--- config.mk ---
export PLATFORM = sky130hd
export DESIGN_NAME = positional_list_store_flat
export DESIGN_NICKNAME = d
export VERILOG_FILES = /design/src/hw/rtl/pls_pkg.sv /design/src/hw/rtl/pls_if.sv /design/src/hw/rtl/pls_core.sv /design/src/hw/rtl/positional_list_store.sv /design/src/flat_wrapper.sv
export SDC_FILE = /design/constraint.sdc
export NUM_CORES = 1
export LEC_CHECK = 0
export BUFFER_PORTS_ARGS = -buffer_cell sky130_fd_sc_hd__buf_2
export CORE_MARGIN = 8
export CORE_UTILIZATION = 25
export CTS_CLUSTER_SIZE = 20
export DETAILED_ROUTE_END_ITERATION = 16
export PLACE_DENSITY = 0.41
export RECOVER_POWER = 100
export SYNTH_ARGS = -nofsm -noshare
export SYNTH_HDL_FRONTEND = slang
export SYNTH_SLANG_ARGS = --single-unit
--- constraint.sdc ---
create_clock -name clk -period 7.4 [get_ports clk]
set_input_delay 0.74 -clock clk [delete_from_list [all_inputs] [get_ports clk]]
set_output_delay 0.74 -clock clk [all_outputs]
set_load 0.1 [all_outputs]
--- src/hw/rtl/pls_pkg.sv ---
// ----------------------------------------------------------------------------
// pls_pkg: shared types and codes for the positional list store
// Field widths, request kinds, status codes and the word structs.
// ----------------------------------------------------------------------------
package pls_pkg;

  localparam int DEPTH_DEF = 16;

  localparam int KIND_W = 2;
  localparam int POS_W  = 5;
  localparam int DATA_W = 32;
  localparam int STAT_W = 2;
  localparam int CNT_W  = 5;

  localparam logic [KIND_W-1:0] KIND_INSERT = 2'd0;
  localparam logic [KIND_W-1:0] KIND_DELETE = 2'd1;
  localparam logic [KIND_W-1:0] KIND_READ   = 2'd2;

  localparam logic [STAT_W-1:0] ST_OK    = 2'd0;
  localparam logic [STAT_W-1:0] ST_RANGE = 2'd1;
  localparam logic [STAT_W-1:0] ST_FULL  = 2'd2;

  typedef struct packed {
    logic [KIND_W-1:0]        kind;
    logic [POS_W-1:0]         position;
    logic signed [DATA_W-1:0] value;
  } req_t;

  typedef struct packed {
    logic [STAT_W-1:0]        status;
    logic signed [DATA_W-1:0] data_out;
    logic [CNT_W-1:0]         count_out;
  } rsp_t;

endpackage

--- src/hw/rtl/pls_if.sv ---
// ----------------------------------------------------------------------------
// pls_if: request and response channels of the positional list store
// Valid/ready channels; a word moves when valid and ready are both high.
// ----------------------------------------------------------------------------
interface pls_req_if;
  import pls_pkg::*;

  logic                     valid;
  logic                     ready;
  logic [KIND_W-1:0]        kind;
  logic [POS_W-1:0]         position;
  logic signed [DATA_W-1:0] value;

  modport source (output valid, output kind, output position, output value, input ready);
  modport sink   (input valid, input kind, input position, input value, output ready);
endinterface

interface pls_rsp_if;
  import pls_pkg::*;

  logic                     valid;
  logic                     ready;
  logic [STAT_W-1:0]        status;
  logic signed [DATA_W-1:0] data_out;
  logic [CNT_W-1:0]         count_out;

  modport source (output valid, output status, output data_out, output count_out, input ready);
  modport sink   (input valid, input status, input data_out, input count_out, output ready);
endinterface

--- src/hw/rtl/pls_core.sv ---
// ----------------------------------------------------------------------------
// pls_core: list storage and combinational request evaluation
// Holds the entry registers and the count; computes the response word and
// shifts all entries in parallel on insert or delete when enabled.
// ----------------------------------------------------------------------------
module pls_core #(
  parameter int DEPTH = pls_pkg::DEPTH_DEF
) (
  input  logic          clk,
  input  logic          rst,
  input  logic          en,
  input  pls_pkg::req_t req,
  output pls_pkg::rsp_t rsp
);
  import pls_pkg::*;

  localparam int IDX_W = $clog2(DEPTH);
  localparam logic [CNT_W-1:0] DEPTH_C = CNT_W'(DEPTH);

  logic signed [DATA_W-1:0] entries [DEPTH];
  logic [CNT_W-1:0]         count;
  logic [CNT_W-1:0]         count_next;

  logic [POS_W:0]   pos_ext;
  logic [POS_W:0]   cnt_ext;
  logic [POS_W-1:0] pos_m1;
  logic [IDX_W-1:0] rd_idx;
  logic             ins_range;
  logic             acc_range;
  logic             is_full;
  logic             do_ins;
  logic             do_del;
  logic signed [DATA_W-1:0] rd_data;

  assign pos_ext   = {1'b0, req.position};
  assign cnt_ext   = (POS_W + 1)'(count);
  assign pos_m1    = req.position - POS_W'(1);
  assign rd_idx    = pos_m1[IDX_W-1:0];
  assign ins_range = (req.position != '0) && (pos_ext <= cnt_ext + (POS_W + 1)'(1));
  assign acc_range = (req.position != '0) && (pos_ext <= cnt_ext);
  assign is_full   = (count >= DEPTH_C);
  assign rd_data   = acc_range ? entries[rd_idx] : '0;

  always_comb begin
    rsp        = '0;
    rsp.status = ST_RANGE;
    do_ins     = 1'b0;
    do_del     = 1'b0;
    count_next = count;
    unique case (req.kind)
      KIND_INSERT: begin
        if (ins_range) begin
          if (is_full) begin
            rsp.status = ST_FULL;
          end else begin
            rsp.status = ST_OK;
            do_ins     = 1'b1;
            count_next = count + CNT_W'(1);
          end
        end
      end
      KIND_DELETE: begin
        if (acc_range) begin
          rsp.status   = ST_OK;
          rsp.data_out = rd_data;
          do_del       = 1'b1;
          count_next   = count - CNT_W'(1);
        end
      end
      KIND_READ: begin
        if (acc_range) begin
          rsp.status   = ST_OK;
          rsp.data_out = rd_data;
        end
      end
      default: begin
      end
    endcase
    rsp.count_out = count_next;
  end

  // slot i takes the new value, its lower neighbor (insert) or upper neighbor (delete)
  for (genvar i = 0; i < DEPTH; i++) begin : g_slot
    localparam logic [POS_W-1:0] IDX = POS_W'(i);
    always_ff @(posedge clk) begin
      if (en) begin
        if (do_ins) begin
          if (IDX == pos_m1) begin
            entries[i] <= req.value;
          end else if (IDX > pos_m1) begin
            entries[i] <= entries[(i == 0) ? 0 : i - 1];
          end
        end else if (do_del) begin
          if (IDX >= pos_m1) begin
            entries[i] <= entries[(i == DEPTH - 1) ? i : i + 1];
          end
        end
      end
    end
  end

  always_ff @(posedge clk) begin
    if (rst) begin
      count <= '0;
    end else if (en) begin
      count <= count_next;
    end
  end

endmodule

--- src/hw/rtl/positional_list_store.sv ---
// ----------------------------------------------------------------------------
// positional_list_store: bounded ordered list with insert/delete/read by position
//
// Channels: req (sink) carries kind, position and value; rsp (source) carries
// status, data_out and count_out. A word moves when valid and ready are high.
// Every request word yields exactly one response word, in order.
// Positions are 1-based. Insert accepts 1..count+1, delete and read 1..count.
// Out-of-range requests report status range; insert into a full list reports
// full. Neither changes the list.
// Latency: the response is valid in the cycle after the request is taken.
// Throughput: one request per cycle while rsp takes each response; the whole
// list shifts in parallel, and the response register sits between the channels.
// Stall: while rsp is valid and not taken, req.ready is low and the list holds.
// Reset: count clears to zero and the response register empties; entry
// contents are not cleared, since only slots below count are ever read.
// ----------------------------------------------------------------------------
module positional_list_store #(
  parameter int DEPTH = pls_pkg::DEPTH_DEF
) (
  input logic clk,
  input logic rst,
  pls_req_if.sink   req,
  pls_rsp_if.source rsp
);
  import pls_pkg::*;

  req_t req_word;
  rsp_t rsp_word;
  rsp_t rsp_reg;
  logic rsp_valid;
  logic take;

  assign req.ready = !rsp_valid || rsp.ready;
  assign take      = req.valid && req.ready;

  assign req_word.kind     = req.kind;
  assign req_word.position = req.position;
  assign req_word.value    = req.value;

  pls_core #(.DEPTH(DEPTH)) u_core (
    .clk (clk),
    .rst (rst),
    .en  (take),
    .req (req_word),
    .rsp (rsp_word)
  );

  always_ff @(posedge clk) begin
    if (rst) begin
      rsp_valid <= 1'b0;
    end else if (take) begin
      rsp_valid <= 1'b1;
    end else if (rsp.ready) begin
      rsp_valid <= 1'b0;
    end
  end

  always_ff @(posedge clk) begin
    if (take) begin
      rsp_reg <= rsp_word;
    end
  end

  assign rsp.valid     = rsp_valid;
  assign rsp.status    = rsp_reg.status;
  assign rsp.data_out  = rsp_reg.data_out;
  assign rsp.count_out = rsp_reg.count_out;

`ifndef SYNTHESIS
  a_resp_follows: assert property (@(posedge clk) disable iff (rst)
    take |=> rsp_valid)
    else $error("accepted request produced no response");

  a_count_bound: assert property (@(posedge clk) disable iff (rst)
    rsp_valid |-> (rsp_reg.count_out <= CNT_W'(DEPTH)))
    else $error("count exceeds depth");

  a_zero_data: assert property (@(posedge clk) disable iff (rst)
    rsp_valid && (rsp_reg.status != ST_OK) |-> (rsp_reg.data_out == '0))
    else $error("nonzero data on failed request");

  a_full_count: assert property (@(posedge clk) disable iff (rst)
    rsp_valid && (rsp_reg.status == ST_FULL) |-> (rsp_reg.count_out == CNT_W'(DEPTH)))
    else $error("full status with list not full");
`endif

endmodule
--- src/flat_wrapper.sv ---
// flat-port wrapper written by rule: the top's interface ports become plain ports
module positional_list_store_flat import pls_pkg::*;
#(
  parameter int DEPTH = pls_pkg::DEPTH_DEF
)
  (clk, rst, req_valid, req_kind, req_position, req_value, req_ready, rsp_valid, rsp_status, rsp_data_out, rsp_count_out, rsp_ready);
  pls_req_if req_i ();
  pls_rsp_if rsp_i ();
  input logic clk;
  input logic rst;
  input wire logic [$bits(req_i.valid)-1:0] req_valid;
  input wire logic [$bits(req_i.kind)-1:0] req_kind;
  input wire logic [$bits(req_i.position)-1:0] req_position;
  input wire logic [$bits(req_i.value)-1:0] req_value;
  output wire logic [$bits(req_i.ready)-1:0] req_ready;
  output wire logic [$bits(rsp_i.valid)-1:0] rsp_valid;
  output wire logic [$bits(rsp_i.status)-1:0] rsp_status;
  output wire logic [$bits(rsp_i.data_out)-1:0] rsp_data_out;
  output wire logic [$bits(rsp_i.count_out)-1:0] rsp_count_out;
  input wire logic [$bits(rsp_i.ready)-1:0] rsp_ready;
  assign req_i.valid = req_valid;
  assign req_i.kind = req_kind;
  assign req_i.position = req_position;
  assign req_i.value = req_value;
  assign req_ready = req_i.ready;
  assign rsp_valid = rsp_i.valid;
  assign rsp_status = rsp_i.status;
  assign rsp_data_out = rsp_i.data_out;
  assign rsp_count_out = rsp_i.count_out;
  assign rsp_i.ready = rsp_ready;
  positional_list_store #(.DEPTH(DEPTH)) u_core (.clk(clk), .rst(rst), .req(req_i), .rsp(rsp_i));
endmodule
==> impl_results.md <==
* RSZ-0062 raised after global routing: false
* Setup TNS at 0 ns
* Via density at 5.11
* Crit path DAT at 6.47 ns
* Fmax at 163 MHz
* Cell Pwr Density at 222 mW/mm2
* Fin. Hold Viols at 0
* Number of global-route vias before repair at 23200
* CTS root buf: clkbuf_16
* DR iter-0 viols at 1601
* Post-Syn Instances at 2585
* DP Area at 0.0344 mm2
* Simple-gate share of the synthesized area at 0.0775
* DRC at 0
* # resized after CTS at 0
* Final std cells w/o fill at 4299
* Routed via count at 22000
* Setup Slack @ Placement at 1.97 ns
* ANT nets after route at 0
* Mux cell area share after synthesis at 0.274
* Max Slew Vio Count at 685
* Worst Path Max Fanout at 32
* Sequential share of the synthesized area at 0.518
* Global-route wire length before repair at 165000 um
* Distinct cells, synth at 55
* Most used DFF post-synth: edfxtp_1
* Core ar. at 0.128 mm2
* Sink Count at 557
* Layout area overhead at 13.3%
* Final Skew at 0.0190 ns
* Slew HR at -1.17
* Remaining global-route overflow at 0
* Cell Rows at 131
* Initial antenna violation count at 7
* Post-DP HPWL at 65200 um
* Clk_lat worst skew at 0.62 ns
* Post-synth EDFFs at 551
* Hold-fix buffers at CTS at 0
* Cells after DPL at 4163
* Measured slew at the worst slew-check pin at 3.24 ns
* Hold_ws at 0.366 ns
* Crit end category: register
* Synth Area per Inst at 12.4 um2
* Post-Syn Nets at 2647
* Share of cells above drive strength 1 at 0.160
* GP Congestion at 0.752
* WL per Instance at 26.0 um
* Nets at 2637
* Total track usage at 0.155
* Initial Util at 0.252
* Period minus WS final at 6.15 ns
* Number of buffers created by CTS at 72
* Most frequent cells in the layout: 551 x edfxtp_1, 450 x mux2i_1, 434 x nand2_1
* Routed WL at 112000 um
* Maximum vdd ir drop at 142 uV
* Yosys warnings at 0
* Fin area at 0.0365 mm2
* FF+latch count, synth at 557
* Status: finished with violations
* Clk buf depth at 3
* Final worst slack at 1.25 ns
* Post-Syn Area at 0.0322 mm2
* Setup Fix Bufs, Post-CTS at 0
* Most common cell after layout, fill and taps aside: edfxtp_1
* Die ar. at 0.140 mm2
* Fin crit share at 0.831
* IO Port Bufs at 83
* Leak at 11.9 nW
* Clock Pin Slew Worst Setup and Hold Paths at 0.06 ns
* Die Y at 375 um
* XOR/XNOR Fraction of Synth Area at 0.00218
* Setup CP Type: register to register
* Io pins at 84
* Largest family of logic cells by synthesized area: multiplexers
* Hold Path Cell Cnt at 3
* Detailed Routing Iterations Pass 1 at 5
* FFs w/ async S/R, synth at 0
* TritonCTS clock tree: done
* DIE WIDTH at 375 um
* H-Tree Depth at 3
* Synth Area in Compound Gates at 0.0836
* Setup crit start kind: register
* Max-Cap Viols at 23
* Setup violations, final at 0
* Post-Synth Adder-Cell Area at 0.00739
* Critical Path RT at 7.73 ns
* Violated checks: capacitance limit, slew limit
* Worst Hold Class: input port to register
* Largest net degree at the start of global routing at 116
* Cells on worst reg2reg path at 7
critical path, cell delays in order (launching register included):
cell and delay [ns]:
dfxtp_1 0.31, nand2b_1 0.10, nand2_1 0.40, inv_1 0.78
and3_1 0.80, nand3_1 2.45, mux2i_1 0.82, o21ai_0 0.14
per-stage QoR:
stage                      util  power, W
after floorplan               -   0.00432
after global placement    0.269   0.00463
after detailed placement  0.269   0.00464
after CTS                 0.287   0.00824
after global routing      0.285   0.00838
final                     0.285   0.00810
where the power goes:
group	switching (W)	leakage (nW)	internal (W)
combinational	0.000622	5.71	0.000318
sequential	0.0000398	5.06	0.00356
clock	0.00147	1.12	0.00209
registers in the layout, summed over array words and instances (netlist names):
register / flops
u_core.u_core.entries: 512
u_core.rsp.data_out: 32
u_core.u_core.count: 5
u_core.rsp.count_out: 5
u_core.rsp.valid: 1
u_core.rsp.status: 2
worst paths after layout:
| path | slack (ns) | to | startpoint |
|---|---|---|---|
| worst max-delay path | 1.25 | u_core.u_core.entries[5][16] | u_core.rsp.valid |
| worst min-delay path | 0.37 | u_core.rsp.valid | req_valid |
| worst max register to register | 1.25 | u_core.u_core.entries[5][16] | u_core.rsp.valid |
| worst min register to register | 0.53 | u_core.rsp.valid | u_core.rsp.valid |
synthesized netlist by cell type (all sizes together) (2+ instances only):
library cell,instances,area share
a221oi,2,0.00054
nand4,3,0.00058
xnor2,6,0.0016
inv,18,0.0021
dfxtp,6,0.0037
nor2,56,0.0065
or3,2,0.00054
clkbuf,118,0.014
o21a,2,0.00047
xor2,2,0.00054
mux2,64,0.022
mux4,160,0.11
a21oi,45,0.0070
o31ai,3,0.00070
ha,19,0.0074
nand2b,4,0.0010
nor3b,2,0.00047
nor2b,2,0.00039
o221ai,2,0.00054
a211o,3,0.00082
a32oi,3,0.00082
and3,36,0.0070
nand2,436,0.051
or2,3,0.00058
edfxtp,551,0.51
nor3,22,0.0068
buf,106,0.021
a21o,2,0.00047
mux2i,450,0.14
o21ai,427,0.066
a31oi,3,0.00058
nand3,11,0.0017
a211oi,8,0.0030
per-layer routing:
| metal | vias to the layer above | routed length [um] | GRT usage |
|---|---|---|---|
| li1 | 9825 | - | - |
| met1 | 11400 | 50100 | 0.206 |
| met2 | 547 | 55000 | 0.268 |
| met3 | 159 | 4030 | 0.0173 |
| met4 | 2 | 2700 | 0.0429 |
| met5 | - | 13 | 0 |
cell type report:
class	instances	area, um2
diodes	4	10.0
clock buffers	96	1980
clock inverters	36	332
fillers	13000	91200
inverters	18	67.6
multi-input cells	1786	14500
flip-flops and latches	557	16700
well taps	1662	2080
repair buffers	140	800
kinds of logic after synthesis:
logic type,count (synthesis)
mux,674
simple gates,579
flops,557
compound gates,506
buf+inv,242
fa+ha+maj,19
xor+xnor,8
(Power assumes the default switching activity.)
